<file path="config.mk">
export PLATFORM = sky130hd
export DESIGN_NAME = operator_precedence_expression_parser_flat
export DESIGN_NICKNAME = d
export VERILOG_FILES = /design/src/opp_pkg.sv /design/src/opp_if.sv /design/src/opp_front.sv /design/src/opp_queue.sv /design/src/opp_back.sv /design/src/operator_precedence_expression_parser.sv /design/src/flat_wrapper.sv
export SDC_FILE = /design/constraint.sdc
export NUM_CORES = 2
export LEC_CHECK = 0
export ABC_AREA = 1
export BUFFER_PORTS_ARGS = -buffer_cell sky130_fd_sc_hd__buf_2
export CAP_MARGIN = 20
export CORE_ASPECT_RATIO = 2
export CORE_MARGIN = 2
export CORE_UTILIZATION = 51
export DETAILED_ROUTE_END_ITERATION = 8
export PLACE_DENSITY = 0.67
export SLEW_MARGIN = 10
export SYNTH_ARGS = -nofsm -noshare
export SYNTH_HDL_FRONTEND = slang
export SYNTH_HIERARCHICAL = 1
export SYNTH_SLANG_ARGS = --single-unit
</file>
<file path="constraint.sdc">
create_clock -name clk_i -period 5.3 [get_ports clk_i]
set_input_delay 0.795 -clock clk_i [delete_from_list [all_inputs] [get_ports clk_i]]
set_output_delay 0.795 -clock clk_i [all_outputs]
set_load 0.05 [all_outputs]
</file>
<file path="src/opp_pkg.sv">
// Package for the operator-precedence expression parser: codes, shared types,
// the precedence table and default sizes.
// Depends on nothing; the front end, queue, back end and top level refer to it by scoped names.
package opp_pkg;

  // Default sizes, handed to the top level as parameter defaults.
  localparam int STACK_DEPTH_DEF = 32;
  localparam int HANDLE_BITS_DEF = 16;

  // At most this many records leave for one token, the status record included.
  localparam int MAX_RECORDS = 17;

  // Number of classified tokens held between the front and the back end.
  localparam int QUEUE_DEPTH = 2;

  // Token classes, also used as the kind of a stack entry.
  localparam logic [3:0] CLS_ADD    = 4'd0;
  localparam logic [3:0] CLS_MUL    = 4'd1;
  localparam logic [3:0] CLS_EQ     = 4'd2;
  localparam logic [3:0] CLS_REL    = 4'd3;
  localparam logic [3:0] CLS_LP     = 4'd4;
  localparam logic [3:0] CLS_RP     = 4'd5;
  localparam logic [3:0] CLS_ID     = 4'd6;
  localparam logic [3:0] CLS_SC     = 4'd7;
  localparam logic [3:0] CLS_LEXERR = 4'd8;
  localparam logic [3:0] CLS_SYSERR = 4'd9;

  // Stack entry kind of a nonterminal.
  localparam logic [3:0] KIND_E = 4'd8;

  // Operator codes.
  localparam logic [3:0] OP_NONE = 4'd0;
  localparam logic [3:0] OP_LAST = 4'd10;
  localparam logic [3:0] OP_NOP  = 4'd11;

  // Status codes of the record that ends a token.
  localparam logic [2:0] ST_OK       = 3'd0;
  localparam logic [2:0] ST_DONE_SC  = 3'd1;
  localparam logic [2:0] ST_DONE_RP  = 3'd2;
  localparam logic [2:0] ST_SYNTAX   = 3'd3;
  localparam logic [2:0] ST_LEX      = 3'd4;
  localparam logic [2:0] ST_INTERNAL = 3'd5;
  localparam logic [2:0] ST_OVERFLOW = 3'd6;

  // Record kinds.
  localparam logic REC_INSTR  = 1'b0;
  localparam logic REC_STATUS = 1'b1;

  // Precedence relations.
  typedef enum logic [2:0] {
    ACT_LESS,
    ACT_MORE,
    ACT_MATCH,
    ACT_ERROR,
    ACT_FINISH
  } act_e;

  // A classified token as it travels through the queue. err is ST_OK for a
  // token that goes on to the stack engine.
  typedef struct packed {
    logic [2:0] err;
    logic [3:0] cls;
    logic [3:0] opc;
  } tok_ctl_t;

  // Tag part of a stack entry: its kind and the topmost terminal below it.
  typedef struct packed {
    logic [3:0] kind;
    logic [2:0] prev;
  } stk_tag_t;

  // Rows: topmost terminal on the stack. Columns: class of the incoming token.
  localparam act_e PREC_TAB [0:7][0:7] = '{
    '{ACT_MORE, ACT_LESS, ACT_MORE, ACT_MORE, ACT_LESS, ACT_MORE, ACT_LESS, ACT_MORE},
    '{ACT_MORE, ACT_MORE, ACT_MORE, ACT_MORE, ACT_LESS, ACT_MORE, ACT_LESS, ACT_MORE},
    '{ACT_LESS, ACT_LESS, ACT_MORE, ACT_LESS, ACT_LESS, ACT_MORE, ACT_LESS, ACT_MORE},
    '{ACT_LESS, ACT_LESS, ACT_MORE, ACT_MORE, ACT_LESS, ACT_MORE, ACT_LESS, ACT_MORE},
    '{ACT_LESS, ACT_LESS, ACT_LESS, ACT_LESS, ACT_LESS, ACT_MATCH, ACT_LESS, ACT_ERROR},
    '{ACT_MORE, ACT_MORE, ACT_MORE, ACT_MORE, ACT_ERROR, ACT_MORE, ACT_ERROR, ACT_MORE},
    '{ACT_MORE, ACT_MORE, ACT_MORE, ACT_MORE, ACT_ERROR, ACT_MORE, ACT_ERROR, ACT_MORE},
    '{ACT_LESS, ACT_LESS, ACT_LESS, ACT_LESS, ACT_LESS, ACT_FINISH, ACT_LESS, ACT_ERROR}
  };

  function automatic act_e prec_lookup(input logic [2:0] top_term, input logic [2:0] tok_cls);
    return PREC_TAB[top_term][tok_cls];
  endfunction

endpackage

</file>
<file path="src/opp_if.sv">
// Channel interfaces of the operator-precedence expression parser: the token
// input channel and the record output channel, each with valid/ready.
// Depends on nothing.
interface opp_tok_if #(
  parameter int HANDLE_BITS = 16
);
  logic                   valid;
  logic                   ready;
  logic [3:0]             token_class;
  logic [3:0]             op_code;
  logic [HANDLE_BITS-1:0] operand_handle;

  modport source (output valid, output token_class, output op_code,
                  output operand_handle, input ready);
  modport sink (input valid, input token_class, input op_code,
                input operand_handle, output ready);
endinterface

interface opp_rec_if #(
  parameter int HANDLE_BITS = 16
);
  logic                 valid;
  logic                 ready;
  logic                 record_kind;
  logic [3:0]           instr_op;
  logic [HANDLE_BITS:0] left_handle;
  logic [HANDLE_BITS:0] right_handle;
  logic [HANDLE_BITS:0] result_handle;
  logic [2:0]           status;
  logic                 last;

  modport source (output valid, output record_kind, output instr_op,
                  output left_handle, output right_handle, output result_handle,
                  output status, output last, input ready);
  modport sink (input valid, input record_kind, input instr_op,
                input left_handle, input right_handle, input result_handle,
                input status, input last, output ready);
endinterface

</file>
<file path="src/opp_front.sv">
// Front end of the parser: takes token beats and classifies them, settling
// the errors that need no stack, and hands them to the queue.
// Depends on opp_pkg and opp_tok_if.
module opp_front #(
  parameter int HANDLE_BITS = opp_pkg::HANDLE_BITS_DEF
) (
  opp_tok_if.sink                tok_i,
  input  logic                   q_full_i,
  output logic                   q_push_o,
  output opp_pkg::tok_ctl_t      q_ctl_o,
  output logic [HANDLE_BITS-1:0] q_handle_o
);

  logic is_oper;

  assign tok_i.ready = !q_full_i;
  assign q_push_o    = tok_i.valid && !q_full_i;
  assign q_handle_o  = tok_i.operand_handle;
  assign is_oper     = (tok_i.token_class <= opp_pkg::CLS_REL);

  always_comb begin
    q_ctl_o.cls = tok_i.token_class;
    q_ctl_o.opc = tok_i.op_code;
    priority if (tok_i.token_class == opp_pkg::CLS_LEXERR) begin
      q_ctl_o.err = opp_pkg::ST_LEX;
    end else if (tok_i.token_class == opp_pkg::CLS_SYSERR) begin
      q_ctl_o.err = opp_pkg::ST_INTERNAL;
    end else if (tok_i.token_class > opp_pkg::CLS_SYSERR) begin
      q_ctl_o.err = opp_pkg::ST_SYNTAX;
    end else if (is_oper && tok_i.op_code > opp_pkg::OP_LAST) begin
      // An operator class with an operator code that means nothing.
      q_ctl_o.err = opp_pkg::ST_SYNTAX;
    end else begin
      q_ctl_o.err = opp_pkg::ST_OK;
    end
  end

endmodule

</file>
<file path="src/opp_queue.sv">
// Short queue of classified tokens between the front and the back end.
// Depends on opp_pkg for its depth.
module opp_queue #(
  parameter int WIDTH = 8
) (
  input  logic             clk_i,
  input  logic             rst_ni,
  input  logic             push_i,
  input  logic [WIDTH-1:0] push_data_i,
  output logic             full_o,
  input  logic             pop_i,
  output logic             empty_o,
  output logic [WIDTH-1:0] head_o
);

  localparam int Depth = opp_pkg::QUEUE_DEPTH;
  localparam int PW    = (Depth > 1) ? $clog2(Depth) : 1;
  localparam int NW    = $clog2(Depth + 1);

  logic [WIDTH-1:0] slot_q [Depth];
  logic [PW-1:0]    wptr_q, wptr_d, rptr_q, rptr_d;
  logic [NW-1:0]    fill_q, fill_d;
  logic             do_push, do_pop;

  assign full_o  = (fill_q == NW'(Depth));
  assign empty_o = (fill_q == '0);
  assign head_o  = slot_q[rptr_q];
  assign do_push = push_i && !full_o;
  assign do_pop  = pop_i && !empty_o;

  always_comb begin
    wptr_d = wptr_q;
    rptr_d = rptr_q;
    fill_d = fill_q;
    if (do_push) begin
      wptr_d = (wptr_q == PW'(Depth - 1)) ? '0 : wptr_q + PW'(1);
    end
    if (do_pop) begin
      rptr_d = (rptr_q == PW'(Depth - 1)) ? '0 : rptr_q + PW'(1);
    end
    unique case ({do_push, do_pop})
      2'b10:   fill_d = fill_q + NW'(1);
      2'b01:   fill_d = fill_q - NW'(1);
      default: fill_d = fill_q;
    endcase
  end

  always_ff @(posedge clk_i or negedge rst_ni) begin
    if (!rst_ni) begin
      wptr_q <= '0;
      rptr_q <= '0;
      fill_q <= '0;
    end else begin
      wptr_q <= wptr_d;
      rptr_q <= rptr_d;
      fill_q <= fill_d;
    end
  end

  always_ff @(posedge clk_i) begin
    if (do_push) begin
      slot_q[wptr_q] <= push_data_i;
    end
  end

endmodule

</file>
<file path="src/opp_back.sv">
// Back end of the parser: the stack engine with its stack memory, a window of
// the three top entries in registers, the temporary counter and the record register.
// Depends on opp_pkg and opp_rec_if.
module opp_back #(
  parameter int STACK_DEPTH = opp_pkg::STACK_DEPTH_DEF,
  parameter int HANDLE_BITS = opp_pkg::HANDLE_BITS_DEF
) (
  input  logic                   clk_i,
  input  logic                   rst_ni,
  input  logic                   q_empty_i,
  input  opp_pkg::tok_ctl_t      q_ctl_i,
  input  logic [HANDLE_BITS-1:0] q_handle_i,
  output logic                   q_pop_o,
  opp_rec_if.source              rec_o
);

  localparam int VW = HANDLE_BITS + 1;
  localparam int AW = (STACK_DEPTH > 1) ? $clog2(STACK_DEPTH) : 1;
  localparam int CW = $clog2(STACK_DEPTH + 1);
  localparam int TW = $bits(opp_pkg::stk_tag_t);
  localparam int EW = TW + VW;
  localparam int KW = $clog2(opp_pkg::MAX_RECORDS);

  localparam logic [1:0] S_EVAL = 2'd0;
  localparam logic [1:0] S_LD1  = 2'd1;
  localparam logic [1:0] S_LD2  = 2'd2;

  localparam opp_pkg::stk_tag_t MARK_TAG = '{kind: opp_pkg::CLS_SC,
                                             prev: opp_pkg::CLS_SC[2:0]};

  logic [1:0]            state_q, state_d;
  logic [CW-1:0]         cnt_q, cnt_d;
  opp_pkg::stk_tag_t     tag_q [0:2];
  opp_pkg::stk_tag_t     tag_d [0:2];
  logic [VW-1:0]         val_q [0:2];
  logic [VW-1:0]         val_d [0:2];
  logic [HANDLE_BITS-1:0] temp_q, temp_d;
  logic [KW-1:0]         kcnt_q, kcnt_d;

  logic [EW-1:0]         mem_q [STACK_DEPTH];
  logic [EW-1:0]         rdata_q;
  logic                  mem_we;
  logic [AW-1:0]         mem_waddr, mem_raddr;
  logic [EW-1:0]         mem_wdata;
  opp_pkg::stk_tag_t     rd_tag;
  logic [VW-1:0]         rd_val;

  logic                  out_valid_q, out_valid_d;
  logic                  rkind_q, rkind_d;
  logic [3:0]            rop_q, rop_d;
  logic [VW-1:0]         rleft_q, rleft_d, rright_q, rright_d, rres_q, rres_d;
  logic [2:0]            rstat_q, rstat_d;
  logic                  rlast_q, rlast_d;

  logic [2:0]            top_term;
  opp_pkg::act_e         act;
  logic [VW-1:0]         temp_handle, push_val;
  logic                  out_free;

  // Outcome of one evaluation step.
  logic                  fin, do_push, do_paren, do_ide, do_red;
  logic [2:0]            fst;
  logic [3:0]            fop;
  logic [VW-1:0]         fres;
  logic                  emit_red, emit_fin;

  assign top_term    = (tag_q[0].kind == opp_pkg::KIND_E) ? tag_q[0].prev
                                                          : tag_q[0].kind[2:0];
  assign act         = opp_pkg::prec_lookup(top_term, q_ctl_i.cls[2:0]);
  assign temp_handle = {1'b1, temp_q};
  assign out_free    = !out_valid_q || rec_o.ready;
  assign rd_tag      = opp_pkg::stk_tag_t'(rdata_q[EW-1 -: TW]);
  assign rd_val      = rdata_q[VW-1:0];

  always_comb begin
    if (q_ctl_i.cls <= opp_pkg::CLS_REL) begin
      push_val = VW'(q_ctl_i.opc);
    end else if (q_ctl_i.cls == opp_pkg::CLS_ID) begin
      push_val = {1'b0, q_handle_i};
    end else begin
      push_val = '0;
    end
  end

  // Decide what the token at the head of the queue does to the stack now.
  always_comb begin
    fin      = 1'b0;
    do_push  = 1'b0;
    do_paren = 1'b0;
    do_ide   = 1'b0;
    do_red   = 1'b0;
    fst      = opp_pkg::ST_OK;
    fop      = opp_pkg::OP_NONE;
    fres     = '0;
    priority if (q_ctl_i.err != opp_pkg::ST_OK) begin
      fin = 1'b1;
      fst = q_ctl_i.err;
    end else if (q_ctl_i.cls == opp_pkg::CLS_SC && top_term == opp_pkg::CLS_SC[2:0] &&
                 cnt_q > CW'(1)) begin
      fin  = 1'b1;
      fst  = opp_pkg::ST_DONE_SC;
      fop  = opp_pkg::OP_NOP;
      fres = val_q[0];
    end else begin
      unique case (act)
        opp_pkg::ACT_LESS: begin
          fin = 1'b1;
          if (cnt_q >= CW'(STACK_DEPTH)) begin
            fst = opp_pkg::ST_OVERFLOW;
          end else begin
            do_push = 1'b1;
          end
        end
        opp_pkg::ACT_MATCH: begin
          fin = 1'b1;
          if (cnt_q < CW'(3) || tag_q[0].kind != opp_pkg::KIND_E ||
              tag_q[1].kind != opp_pkg::CLS_LP) begin
            fst = opp_pkg::ST_SYNTAX;
          end else begin
            do_paren = 1'b1;
          end
        end
        opp_pkg::ACT_FINISH: begin
          fin  = 1'b1;
          fst  = opp_pkg::ST_DONE_RP;
          fop  = opp_pkg::OP_NOP;
          fres = (tag_q[0].kind == opp_pkg::KIND_E) ? val_q[0] : '0;
        end
        opp_pkg::ACT_MORE: begin
          priority if (tag_q[0].kind == opp_pkg::CLS_ID) begin
            do_ide = 1'b1;
          end else if (cnt_q < CW'(4) || tag_q[0].kind != opp_pkg::KIND_E ||
                       tag_q[1].kind > opp_pkg::CLS_REL ||
                       tag_q[2].kind != opp_pkg::KIND_E) begin
            fin = 1'b1;
            fst = opp_pkg::ST_SYNTAX;
          end else if (kcnt_q >= KW'(opp_pkg::MAX_RECORDS - 1)) begin
            fin = 1'b1;
            fst = opp_pkg::ST_INTERNAL;
          end else begin
            do_red = 1'b1;
          end
        end
        default: begin
          fin = 1'b1;
          fst = opp_pkg::ST_SYNTAX;
        end
      endcase
    end
  end

  assign emit_red = (state_q == S_EVAL) && !q_empty_i && do_red && out_free;
  assign emit_fin = (state_q == S_EVAL) && !q_empty_i && fin && out_free;
  assign q_pop_o  = emit_fin;

  always_comb begin
    state_d     = state_q;
    cnt_d       = cnt_q;
    tag_d       = tag_q;
    val_d       = val_q;
    temp_d      = temp_q;
    kcnt_d      = kcnt_q;
    mem_we      = 1'b0;
    mem_waddr   = '0;
    mem_wdata   = '0;
    mem_raddr   = '0;
    out_valid_d = rec_o.ready ? 1'b0 : out_valid_q;
    rkind_d     = rkind_q;
    rop_d       = rop_q;
    rleft_d     = rleft_q;
    rright_d    = rright_q;
    rres_d      = rres_q;
    rstat_d     = rstat_q;
    rlast_d     = rlast_q;

    unique case (state_q)
      S_EVAL: begin
        if (!q_empty_i && do_ide) begin
          // An operand on top becomes E in place; no record.
          tag_d[0].kind = opp_pkg::KIND_E;
          mem_we        = 1'b1;
          mem_waddr     = AW'(cnt_q - CW'(1));
          mem_wdata     = {opp_pkg::stk_tag_t'{kind: opp_pkg::KIND_E, prev: tag_q[0].prev},
                           val_q[0]};
        end else if (emit_red) begin
          out_valid_d = 1'b1;
          rkind_d     = opp_pkg::REC_INSTR;
          rop_d       = val_q[1][3:0];
          rleft_d     = val_q[2];
          rright_d    = val_q[0];
          rres_d      = temp_handle;
          rstat_d     = opp_pkg::ST_OK;
          rlast_d     = 1'b0;
          temp_d      = temp_q + HANDLE_BITS'(1);
          kcnt_d      = kcnt_q + KW'(1);
          cnt_d       = cnt_q - CW'(2);
          tag_d[0]    = '{kind: opp_pkg::KIND_E, prev: tag_q[2].prev};
          val_d[0]    = temp_handle;
          mem_we      = 1'b1;
          mem_waddr   = AW'(cnt_q - CW'(3));
          mem_wdata   = {opp_pkg::stk_tag_t'{kind: opp_pkg::KIND_E, prev: tag_q[2].prev},
                         temp_handle};
          mem_raddr   = AW'(cnt_q - CW'(4));
          state_d     = S_LD1;
        end else if (emit_fin) begin
          out_valid_d = 1'b1;
          rkind_d     = opp_pkg::REC_STATUS;
          rop_d       = fop;
          rleft_d     = '0;
          rright_d    = '0;
          rres_d      = fres;
          rstat_d     = fst;
          rlast_d     = 1'b1;
          kcnt_d      = '0;
          if (do_push) begin
            tag_d[2]  = tag_q[1];
            val_d[2]  = val_q[1];
            tag_d[1]  = tag_q[0];
            val_d[1]  = val_q[0];
            tag_d[0]  = '{kind: q_ctl_i.cls, prev: top_term};
            val_d[0]  = push_val;
            cnt_d     = cnt_q + CW'(1);
            mem_we    = 1'b1;
            mem_waddr = AW'(cnt_q);
            mem_wdata = {opp_pkg::stk_tag_t'{kind: q_ctl_i.cls, prev: top_term}, push_val};
          end else if (do_paren) begin
            // "( E" collapses into E holding the inner handle.
            tag_d[0]  = '{kind: opp_pkg::KIND_E, prev: tag_q[1].prev};
            val_d[0]  = val_q[0];
            tag_d[1]  = tag_q[2];
            val_d[1]  = val_q[2];
            cnt_d     = cnt_q - CW'(1);
            mem_we    = 1'b1;
            mem_waddr = AW'(cnt_q - CW'(2));
            mem_wdata = {opp_pkg::stk_tag_t'{kind: opp_pkg::KIND_E, prev: tag_q[1].prev},
                         val_q[0]};
            mem_raddr = AW'(cnt_q - CW'(4));
            state_d   = S_LD2;
          end else if (fst != opp_pkg::ST_OK) begin
            cnt_d    = CW'(1);
            tag_d[0] = MARK_TAG;
          end
        end
      end
      S_LD1: begin
        // Second window entry arrives; ask for the third.
        tag_d[1]  = (cnt_q == CW'(2)) ? MARK_TAG : rd_tag;
        val_d[1]  = (cnt_q == CW'(2)) ? '0 : rd_val;
        mem_raddr = AW'(cnt_q - CW'(3));
        state_d   = S_LD2;
      end
      S_LD2: begin
        tag_d[2] = (cnt_q == CW'(3)) ? MARK_TAG : rd_tag;
        val_d[2] = (cnt_q == CW'(3)) ? '0 : rd_val;
        state_d  = S_EVAL;
      end
      default: begin
        state_d = S_EVAL;
      end
    endcase
  end

  always_ff @(posedge clk_i or negedge rst_ni) begin
    if (!rst_ni) begin
      state_q     <= S_EVAL;
      cnt_q       <= CW'(1);
      tag_q       <= '{MARK_TAG, MARK_TAG, MARK_TAG};
      temp_q      <= '0;
      kcnt_q      <= '0;
      out_valid_q <= 1'b0;
    end else begin
      state_q     <= state_d;
      cnt_q       <= cnt_d;
      tag_q       <= tag_d;
      temp_q      <= temp_d;
      kcnt_q      <= kcnt_d;
      out_valid_q <= out_valid_d;
    end
  end

  always_ff @(posedge clk_i) begin
    val_q    <= val_d;
    rkind_q  <= rkind_d;
    rop_q    <= rop_d;
    rleft_q  <= rleft_d;
    rright_q <= rright_d;
    rres_q   <= rres_d;
    rstat_q  <= rstat_d;
    rlast_q  <= rlast_d;
  end

  always_ff @(posedge clk_i) begin
    if (mem_we) begin
      mem_q[mem_waddr] <= mem_wdata;
    end
    rdata_q <= mem_q[mem_raddr];
  end

  assign rec_o.valid         = out_valid_q;
  assign rec_o.record_kind   = rkind_q;
  assign rec_o.instr_op      = rop_q;
  assign rec_o.left_handle   = rleft_q;
  assign rec_o.right_handle  = rright_q;
  assign rec_o.result_handle = rres_q;
  assign rec_o.status        = rstat_q;
  assign rec_o.last          = rlast_q;

`ifndef NO_ASSERTIONS
  a_cnt_range: assert property (@(posedge clk_i) disable iff (!rst_ni)
    cnt_q >= CW'(1) && cnt_q <= CW'(STACK_DEPTH))
    else $error("stack count out of range");

  a_temp_step: assert property (@(posedge clk_i) disable iff (!rst_ni)
    emit_red |=> temp_q == HANDLE_BITS'($past(temp_q) + HANDLE_BITS'(1)))
    else $error("temporary counter did not advance with an instruction record");

  a_red_pop: assert property (@(posedge clk_i) disable iff (!rst_ni)
    emit_red |=> cnt_q == CW'($past(cnt_q) - CW'(2)) && state_q == S_LD1)
    else $error("reduction did not pop two entries and refill the window");

  a_end_clear: assert property (@(posedge clk_i) disable iff (!rst_ni)
    (emit_fin && fst != opp_pkg::ST_OK) |=>
      cnt_q == CW'(1) && tag_q[0].kind == opp_pkg::CLS_SC)
    else $error("ending status did not clear the stack to the end marker");
`endif

endmodule

</file>
<file path="src/operator_precedence_expression_parser.sv">
// Top level of the operator-precedence expression parser: front end, token
// queue and stack engine. Depends on opp_pkg, opp_if, opp_front, opp_queue, opp_back.
//
//   channel   direction   beat                                      handshake
//   tok_i     in          token_class, op_code, operand_handle      valid/ready
//   rec_o     out         record_kind, instr_op, left/right/result  valid/ready
//                         handle, status, last
//
// Flow: the front end queues a token in the cycle it is offered. The stack
// engine handles a shift, an ending status or turning an operand into E in
// its evaluation state; an "E op E" reduction goes on through S_LD1 and S_LD2,
// and a parenthesis match through S_LD2; these states refill the top-of-stack
// window through the single read port of the stack memory.
// Reset leaves the end marker alone on the stack and the temporary counter at
// zero; the stack memory itself needs no clearing pass.
// A stalled record register holds back reductions and ending statuses, while the queue keeps taking tokens until full.
module operator_precedence_expression_parser #(
  parameter int STACK_DEPTH = opp_pkg::STACK_DEPTH_DEF,
  parameter int HANDLE_BITS = opp_pkg::HANDLE_BITS_DEF
) (
  input  logic      clk_i,
  input  logic      rst_ni,
  opp_tok_if.sink   tok_i,
  opp_rec_if.source rec_o
);

  // One queue slot carries the operand handle and the classified control part.
  localparam int QW = HANDLE_BITS + $bits(opp_pkg::tok_ctl_t);

  logic                   push;
  logic                   full;
  logic                   pop;
  logic                   empty;
  opp_pkg::tok_ctl_t      front_ctl;
  logic [HANDLE_BITS-1:0] front_handle;
  logic [QW-1:0]          head;
  opp_pkg::tok_ctl_t      head_ctl;
  logic [HANDLE_BITS-1:0] head_handle;

  // The front end settles the errors that do not depend on the stack, so the
  // engine only looks at err to end such a token at once.
  opp_front #(
    .HANDLE_BITS(HANDLE_BITS)
  ) u_front (
    .tok_i      (tok_i),
    .q_full_i   (full),
    .q_push_o   (push),
    .q_ctl_o    (front_ctl),
    .q_handle_o (front_handle)
  );

  // The queue lets the source keep delivering tokens while the engine is
  // busy with reductions or waiting on the record sink.
  opp_queue #(
    .WIDTH(QW)
  ) u_queue (
    .clk_i       (clk_i),
    .rst_ni      (rst_ni),
    .push_i      (push),
    .push_data_i ({front_handle, front_ctl}),
    .full_o      (full),
    .pop_i       (pop),
    .empty_o     (empty),
    .head_o      (head)
  );

  assign head_handle = head[QW-1 -: HANDLE_BITS];
  assign head_ctl    = opp_pkg::tok_ctl_t'(head[$bits(opp_pkg::tok_ctl_t)-1:0]);

  // The engine pops a token from the queue only when it writes the status
  // beat that ends that token's run.
  opp_back #(
    .STACK_DEPTH(STACK_DEPTH),
    .HANDLE_BITS(HANDLE_BITS)
  ) u_back (
    .clk_i      (clk_i),
    .rst_ni     (rst_ni),
    .q_empty_i  (empty),
    .q_ctl_i    (head_ctl),
    .q_handle_i (head_handle),
    .q_pop_o    (pop),
    .rec_o      (rec_o)
  );

endmodule
</file>
<file path="src/flat_wrapper.sv">
// flat-port wrapper written by rule: the top's interface ports become plain ports
module operator_precedence_expression_parser_flat 
#(
  parameter int STACK_DEPTH = opp_pkg::STACK_DEPTH_DEF,
  parameter int HANDLE_BITS = opp_pkg::HANDLE_BITS_DEF
)
  (clk_i, rst_ni, tok_i_valid, tok_i_token_class, tok_i_op_code, tok_i_operand_handle, tok_i_ready, rec_o_valid, rec_o_record_kind, rec_o_instr_op, rec_o_left_handle, rec_o_right_handle, rec_o_result_handle, rec_o_status, rec_o_last, rec_o_ready);
  opp_tok_if #(.HANDLE_BITS(HANDLE_BITS)) tok_i_i ();
  opp_rec_if #(.HANDLE_BITS(HANDLE_BITS)) rec_o_i ();
  input  logic clk_i;
  input  logic rst_ni;
  input wire logic [$bits(tok_i_i.valid)-1:0] tok_i_valid;
  input wire logic [$bits(tok_i_i.token_class)-1:0] tok_i_token_class;
  input wire logic [$bits(tok_i_i.op_code)-1:0] tok_i_op_code;
  input wire logic [$bits(tok_i_i.operand_handle)-1:0] tok_i_operand_handle;
  output wire logic [$bits(tok_i_i.ready)-1:0] tok_i_ready;
  output wire logic [$bits(rec_o_i.valid)-1:0] rec_o_valid;
  output wire logic [$bits(rec_o_i.record_kind)-1:0] rec_o_record_kind;
  output wire logic [$bits(rec_o_i.instr_op)-1:0] rec_o_instr_op;
  output wire logic [$bits(rec_o_i.left_handle)-1:0] rec_o_left_handle;
  output wire logic [$bits(rec_o_i.right_handle)-1:0] rec_o_right_handle;
  output wire logic [$bits(rec_o_i.result_handle)-1:0] rec_o_result_handle;
  output wire logic [$bits(rec_o_i.status)-1:0] rec_o_status;
  output wire logic [$bits(rec_o_i.last)-1:0] rec_o_last;
  input wire logic [$bits(rec_o_i.ready)-1:0] rec_o_ready;
  assign tok_i_i.valid = tok_i_valid;
  assign tok_i_i.token_class = tok_i_token_class;
  assign tok_i_i.op_code = tok_i_op_code;
  assign tok_i_i.operand_handle = tok_i_operand_handle;
  assign tok_i_ready = tok_i_i.ready;
  assign rec_o_valid = rec_o_i.valid;
  assign rec_o_record_kind = rec_o_i.record_kind;
  assign rec_o_instr_op = rec_o_i.instr_op;
  assign rec_o_left_handle = rec_o_i.left_handle;
  assign rec_o_right_handle = rec_o_i.right_handle;
  assign rec_o_result_handle = rec_o_i.result_handle;
  assign rec_o_status = rec_o_i.status;
  assign rec_o_last = rec_o_i.last;
  assign rec_o_i.ready = rec_o_ready;
  operator_precedence_expression_parser #(.STACK_DEPTH(STACK_DEPTH), .HANDLE_BITS(HANDLE_BITS)) u_core (.clk_i(clk_i), .rst_ni(rst_ni), .tok_i(tok_i_i), .rec_o(rec_o_i));
endmodule
</file>
Yosys cells after proc, flatten, opt, wreduce, memory -nomap -nowiden
Memory sizes are Yosys's and may differ from the RTL's. A register that Yosys moved wholly into a read port is not among the register bits.
Index checks and enable logic that the tools add are counted.
{"block": "totals", "ramBits": 822, "rom_bits": 192, "regBits": 165, "elab_cells": 258, "memories": 3, "out_inout_bits": 62, "in_bits": 28}
{"memory": "u_core.u_back.mem_q", "depth": 32, "width": 24, "rd": 1, "rd_ports_with_merged_regs": 1, "wr": 1, "line": "opp_back.sv:40", "rtl": "logic [EW-1:0] mem_q [STACK_DEPTH];"}
{"memory": "(name not given)", "depth": 8, "width": 24, "rd": 1, "rd_ports_with_merged_regs": 0, "wr": 0, "line": "opp_pkg.sv:85", "rtl": "return PREC_TAB[top_term][tok_cls];"}
{"memory": "u_core.u_queue.slot_q", "depth": 2, "width": 27, "rd": 1, "rd_ports_with_merged_regs": 0, "wr": 1, "line": "opp_queue.sv:20", "rtl": "logic [WIDTH-1:0] slot_q [Depth];"}
{"block": "op_classes", "eq_ne": 28, "mux": 134, "bitwise": 3, "magnitude_cmp": 12, "n_reduce_logical": 42, "add_sub_neg": 11}
{"op": "$mux W17", "n": 12}
{"op": "$mux W24", "n": 8}
{"op": "$mux W34", "n": 3}
{"op": "$pmux W17 S2", "n": 2}
{"op": "$mux W5", "n": 13}
{"op": "$mux W16", "n": 4}
{"op": "$mux W51", "n": 1}
{"op": "$mux W7", "n": 7}
{"op": "$mux W1", "n": 42}
{"op": "$mux W14", "n": 3}
{"op": "$mux W3", "n": 12}
{"op": "$mux W6", "n": 5}
{"op": "$pmux W7 S2", "n": 2}
{"op": "$mux W4", "n": 6}
{"op": "$mux W21", "n": 1}
{"op": "$add A16 B1 Y16 const B", "n": 1}
{"op": "$mux W2", "n": 8}
{"op": "$eq A4 B3 Y1 const B", "n": 3}
{"op": "$eq A4 B4 Y1 const B", "n": 3}
{"op": "$eq A6 B2 Y1 const B", "n": 2}
{"op": "$logic_and A1 B1 Y1", "n": 12}
{"op": "$pmux W3 S4", "n": 1}
{"op": "$reduce_and A4 Y1", "n": 3}
{"op": "$pmux W5 S2", "n": 1}
{"op": "43 further kinds", "n": 75}

Longest topological paths before layout
{"block": "logic_depth", "word_depth": 21, "mapped_depth": 29, "mapped_depth_nobuf": 27}

By module
Netlist, hierarchy kept.
{"module": "opp_back", "area_per_inst_um2": 42767.3, "n_inst": 1, "seq_area_each_um2": 28145.7, "cells_per_inst": 4106}
{"module": "opp_queue", "area_per_inst_um2": 2209.6, "n_inst": 1, "seq_area_each_um2": 1721.7, "cells_per_inst": 173}
{"module": "opp_front", "area_per_inst_um2": 259.0, "n_inst": 1, "seq_area_each_um2": 0.0, "cells_per_inst": 41}

Worst setup path before layout
OpenSTA, ideal clock, no wires.
{"block": "synth_path", "kind": "reg-to-reg", "startpoint": "register u_core.u_back.cnt_q[0]", "endpoint": "register u_core.u_back.rop_q[0] (netlist: u_core/u_back/rec_o.instr_op[0]) (enable)", "path_buffers": 3, "arrival_ns": 4.362, "period_less_slack_ns": 4.809, "path_stages_with_launch": 15, "slack_ns": 0.491, "setup_time_ns": 0.447, "t_required_ns": 4.853, "path_cell_list": "dfstp_2 clkbuf_1 inv_1 ha_1 o21ai_0 a21oi_1 nor2_1 nor2_2 nand3_2 nand2_2 inv_2 buf_2 nor2_1 inv_2 buf_1"}
{"block": "synth_between", "elab_chain_cells": 13, "word_cells_on_any_way": 26, "cone_classes": "2 x order compare; 12 x mux; 1 x bitwise; 11 x reduce/logical"}
{"element": "start, declared", "line": "opp_back.sv:32", "rtl": "logic [CW-1:0] cnt_q, cnt_d;"}
{"element": "start signal, assigned", "line": "opp_back.sv:273", "rtl": "cnt_q <= cnt_d;"}
{"element": "$lt A6 B3 Y1", "line": "opp_back.sv:132", "rtl": "end else if (cnt_q < CW'(4) || tag_q[0].kind != opp_pkg::KIND_E ||"}
{"element": "$logic_or A1 B1 Y1 (2 in a row)", "line": "opp_back.sv:132"}
{"element": "$logic_or A1 B1 Y1", "line": "opp_back.sv:133", "rtl": "tag_q[1].kind > opp_pkg::CLS_REL ||"}
{"element": "$mux W1", "line": "opp_back.sv:132"}
{"element": "$mux W1", "line": "opp_back.sv:130", "rtl": "priority if (tag_q[0].kind == opp_pkg::CLS_ID) begin"}
{"element": "$mux W1", "line": "opp_back.sv:105", "rtl": "unique case (act)"}
{"element": "$mux W1 (*)", "line": "opp_back.sv:98", "rtl": "end else if (q_ctl_i.cls == opp_pkg::CLS_SC && top_term == opp_pkg::CLS_SC[2:0] &&"}
{"element": "$mux W1 (*)", "line": "opp_back.sv:95", "rtl": "priority if (q_ctl_i.err != opp_pkg::ST_OK) begin"}
{"element": "$logic_and A1 B1 Y1 (*) (2 in a row)", "line": "opp_back.sv:153", "rtl": "assign emit_fin = (state_q == S_EVAL) && !q_empty_i && fin && out_free;"}
{"element": "via u_core.pop", "line": "operator_precedence_expression_parser.sv:32", "rtl": "logic pop;"}
{"element": "$reduce_bool A2 Y1 (no line) (*)"}
{"element": "$reduce_and A3 Y1 (no line) (*)"}
{"element": "end signal, assigned", "line": "opp_back.sv:284", "rtl": "rop_q <= rop_d;"}
{"element": "end, declared", "line": "opp_back.sv:50", "rtl": "logic [3:0] rop_q, rop_d;"}
The timed path passes the listed nets; every way through them passes the cells marked *.
A chain may end at the register's enable or synchronous reset.

Worst setup path in the final report
{"block": "layout_path", "startpoint": "register u_core/u_back/tag_q[18] in the netlist's numbering", "endpoint": "memory u_core/u_back/mem_q[9][2] in the netlist's numbering (enable)"}
{"block": "layout_between", "elab_chain_cells": 21, "word_cells_on_any_way": 62, "cone_classes": "6 x eq/ne; 41 x mux; 1 x bitwise; 13 x reduce/logical; 1 x memory"}
{"element": "start, declared", "line": "opp_back.sv:33", "rtl": "opp_pkg::stk_tag_t tag_q [0:2];"}
{"element": "start signal, assigned", "line": "opp_back.sv:267", "rtl": "tag_q <= '{MARK_TAG, MARK_TAG, MARK_TAG};"}
{"element": "start signal, assigned", "line": "opp_back.sv:274", "rtl": "tag_q <= tag_d;"}
{"element": "$eq A4 B4 Y1", "line": "opp_back.sv:67", "rtl": "assign top_term = (tag_q[0].kind == opp_pkg::KIND_E) ? tag_q[0].prev"}
{"element": "$mux W3", "line": "opp_back.sv:67"}
{"element": "$not A3 Y4 (not written as such)", "line": "opp_pkg.sv:85"}
{"element": "$mem_v2 Z8 W24"}
{"element": "$mux W24 (not written as such) (2 in a row)", "line": "opp_pkg.sv:85"}
{"element": "$bmux W3 S3", "line": "opp_pkg.sv:85"}
{"element": "$mux W3 (not written as such) (2 in a row)", "line": "opp_pkg.sv:85"}
{"element": "$eq A3 B2 Y1 / $eq A3 B1 Y1 (equally long branches)", "line": "opp_back.sv:105"}
{"element": "(+3 left out)"}
{"element": "$mux W1 / $logic_and A1 B1 Y1 (equally long branches)", "line": "opp_back.sv:226, opp_back.sv:153"}
{"element": "$mux W1 / $logic_and A1 B1 Y1 (equally long branches)", "line": "opp_back.sv:215, opp_back.sv:153"}
{"element": "$mux W1", "line": "opp_back.sv:205", "rtl": "end else if (emit_fin) begin"}
{"element": "$mux W1", "line": "opp_back.sv:185", "rtl": "end else if (emit_red) begin"}
{"element": "$mux W1", "line": "opp_back.sv:178", "rtl": "if (!q_empty_i && do_ide) begin"}
{"element": "$mux W1", "line": "opp_back.sv:176", "rtl": "unique case (state_q)"}
{"element": "$mux W1", "line": "opp_back.sv:293", "rtl": "if (mem_we) begin"}
{"element": "$mux W1 (not written as such)", "line": "opp_back.sv:294", "rtl": "mem_q[mem_waddr] <= mem_wdata;"}
{"element": "end, declared", "line": "opp_back.sv:40"}
Several ways; a longest one is shown, not always the timed one. The select of a mux whose other input is x is not followed.

==> qor.csv <==
stage,metric,value,unit
yosys,leading area contributor after synthesis,edfxtp_1,
worst_setup_path,crit-path max FO,14,
place,PortBufs,89,
yosys,post-synth top area share,61.9,%
grt,initial antenna violation count,3,
yosys,library cells used by synthesis,54,
detailed_routing,Total Wirelength,124000,um
yosys,Seq cells post-synth,1011,
detailed_routing,Via Count,31180,
clocking,total CTS buffers,83,
power_and_ir_drop,LEAKAGE,20.5,nW
final_layout,Nets,4402,
yosys,Cells after Synth,4320,
worst_setup_path,r2r setup slk,0.37,ns
power_and_ir_drop,Max VDD drop,0.325,mV
detailed_routing,Initial DRT Pass Iterations,6,
grt,global-route wire length before repair,186000,um
final_layout,FILL cells,7293,
die,Die Span X,215,um
power_and_ir_drop,PD cells,382,mW/mm^2
timing,slew of the pin with the lowest slew margin,1.11,ns
final_layout,Layout Cells excl Fill,5597,
yosys,number of flops mapped to enable cells by yosys,932,
yosys,Syn Nets,4366,
timing,Setup TNS,0,ns
timing,minimum clock period,4.93,ns
detailed_routing,Final ANT Viol Nets,0,
timing,Max Clk Rate,0.203,GHz
final_layout,area grow syn2layout,11.9,%
clocking,Longest Clk Path Bufs,3,
die,starting density of the core,51.4,%
timing,Pins Over Slew Limit,0,
timing,final hold viol count,0,
status,outcome,finished clean,
yosys,Main synth FF type,edfxtp_1,
yosys,synthesized cell area,0.0452,mm^2
place,Post-Place Cells,5437,
die,# rows,154,
grt,global route total overflow,0,
grt,vias in the first global route,31040,
timing,Slew HR,25.8,%
die,IO Count,90,
clocking,"Reg clk slew, reported paths",0.07,ns
yosys,Post-synth ARST share,5.44,%
die,die area,0.0912,mm^2
yosys,synth top area cells,"edfxtp_1 62%, nand3_1 9.6%, nand2_1 8.4%",
grt,largest net degree at the start of global routing,195,
timing,Tcrit/Tclk final,93.1,%
worst_setup_path,Crit. End Element,flop,
clocking,CTS tree,built,
detailed_routing,Remaining DRCs,0,
worst_setup_path,CP startpoint kind,flop,
flow_run,Max-Cap Viols,0,
detailed_routing,Routed WL per cell,22.1,um
final_layout,share of cells above drive strength 1,11.1,%
hold_path,Tightest Hold Check Type,input port to asynchronous set/reset pin,
clocking,CTS resizes,0,
detailed_routing,Via density,5.57,
final_layout,"commonest non-fill, non-tap cell in the layout",nand2_1,
clocking,CTS Sinks,1011,
clocking,H-Tree Depth,3,
yosys,Syn Area/Cell,10.5,um^2
clocking,clock root cell,clkbuf_16,
grt,GRT Util Overall,27.1,%
timing,clk_skew,0.0237,ns
die,Core Box Area,0.0881,mm^2
timing,final-report setup violation count,0,
worst_setup_path,"Req. time, crit path",5.67,ns
clocking,clk_lat worst skew,0.67,ns
place,HPWL after DPL,80800,um
worst_setup_path,CP Class,flop to flop,
yosys,Synthesis Warnings,6,
final_layout,final core utilization,57.5,%
yosys,share of the yosys chip area belonging to registers,66.0,%
final_layout,most frequent cells in the layout,"1008 x nand2_1, 932 x edfxtp_1, 864 x nand3_1, 537 x inv_1, 123 x o21ai_0",
timing,RSZ-0062 raised after global routing,true,
detailed_routing,initial drt markers,2938,
die,Die H,425,um
worst_setup_path,"Arr. time, crit path",5.30,ns
place,Placer Congestion,0.983,
-- final cells by class --
cell class	count	area, um^2	share of cell area, %
sequential	1011	29900	59.0
multi-input combinational	2469	12400	24.5
clock buffer	104	2190	4.32
timing repair buffer	232	2160	4.28
inverter	559	2100	4.15
tap	1170	1460	2.89
clock inverter	49	457	0.902
antenna	3	7.51	0.0148
-- critical path: stages (launching register included) --
cell,delay (ns)
dfstp_2,0.55
inv_1,0.09
a31oi_1,0.37
inv_1,0.13
ha_1,0.33
inv_1,0.08
nand2_1,0.07
nand3_1,0.10
nand3_2,0.10
nand2_4,0.12
nand3_1,0.18
nor3_4,0.31
inv_2,0.18
nand2_2,0.12
nand2_2,0.12
o21bai_1,0.16
nand3_1,0.15
a31oi_1,0.40
nand2_1,0.36
nor2_4,0.46
buf_12,0.22
-- power breakdown --
group	internal [W]	switching (W)	total [W]
sequential	0.00953	0.000256	0.00979
clock	0.00326	0.00285	0.00610
combinational	0.000777	0.00268	0.00346
-- metrics by stage --
step / area [um^2] / hold WS, ns / setup WS, ns / total power (W)
after floorplan: 45200 / 0.446 / 0.491 / 0.0122
after global placement: 47900 / 0.466 / 0.445 / 0.0134
after detailed placement: 47900 / 0.473 / 0.397 / 0.0134
after CTS: 50600 / 0.282 / 0.378 / 0.0194
after global routing: 50600 / 0.310 / -0.00111 / 0.0200
final: 50600 / 0.267 / 0.367 / 0.0193
-- layer usage --
layer  track usage (%)  part of all wire, %
met3              3.24                  5.5
met4              16.1                  6.4
met1              28.4                   34
met2              51.8                   54
met5                 0                    0
-- logic make-up (layout without fill, tap and decap cells) --
group | count (synthesis) | after routing | share of synthesized area [%]
buffers and inverters | 840 | 944 | 7.65
adders and majority gates | 18 | 18 | 0.498
muxes | 1 | 1 | 0.0221
other | 0 | 3 | 0
AOI/OAI and AO/OA | 253 | 253 | 3.38
DFF | 1011 | 1011 | 66.0
xor gates and xnor gates | 27 | 27 | 0.523
and+or+nand+nor | 2170 | 2170 | 21.9
-- cells in the mapped netlist (3+ instances only) --
master,instances
dfrtp_1,36
o21bai_1,4
nor4_1,7
nand2_4,5
nand3_1,864
nand3b_1,122
edfxtp_1,932
nand3_2,5
nand4_1,11
o21ai_1,11
o31ai_1,17
o21ai_0,124
buf_2,145
nand2_1,1009
o211ai_1,9
a21oi_2,3
clkbuf_1,88
buf_1,16
a31oi_1,9
o311ai_0,6
a21oi_1,35
nor3_1,10
inv_1,538
ha_1,18
dfxtp_1,24
nor2_1,116
xor2_1,15
o22ai_1,5
buf_4,30
dfstp_2,19
nand2_2,7
o221ai_1,18
inv_2,19
xnor2_1,12
nor2_2,4
-- worst paths after layout --
| path | from | end | cells past startpoint |
|---|---|---|---|
| max | u_core/u_back/tag_q[18] | u_core/u_back/mem_q[9][2] | 20 |
| min reg2reg | u_core/u_back/temp_q[15] | u_core/u_back/temp_q[15] | 1 |
| max reg2reg | u_core/u_back/tag_q[18] | u_core/u_back/mem_q[9][2] | 20 |
| min in group clk_i | tok_i_operand_handle[11] | u_core/u_queue/slot_q[1][22] | 1 |
| min | rst_ni | u_core/u_back/temp_q[9] | 2 |
| max in group asynchronous | rst_ni | u_core/u_queue/fill_q[1] | 2 |
-- what timing repair did --
item                                    4_1_cts  5_1_grt
hold buffers                                  0        0
endpoints found under the setup margin        0       29
buffers inserted                              0        4
-- sequential cells by signal, summed over array words and instances, names as in the netlist --
signal	count
u_core/u_back/rec_o.status	3
u_core/u_back/rdata_q	24
u_core/u_queue/fill_q	2
u_core/u_back/tag_q	21
u_core/u_back/state_q	2
u_core/u_back/rec_o.left_handle	17
u_core/u_back/rec_o.instr_op	4
u_core/u_back/mem_q	768
u_core/u_queue/rptr_q	1
u_core/u_queue/wptr_q	1
u_core/u_back/cnt_q	6
u_core/u_queue/slot_q	54
u_core/u_back/rec_o.result_handle	17
u_core/u_back/rec_o.right_handle	17
u_core/u_back/temp_q	16
u_core/u_back/rec_o.valid	1
u_core/u_back/val_q	51
u_core/u_back/kcnt_q	5
u_core/u_back/rec_o.last	1
(Power assumes the default switching activity.)
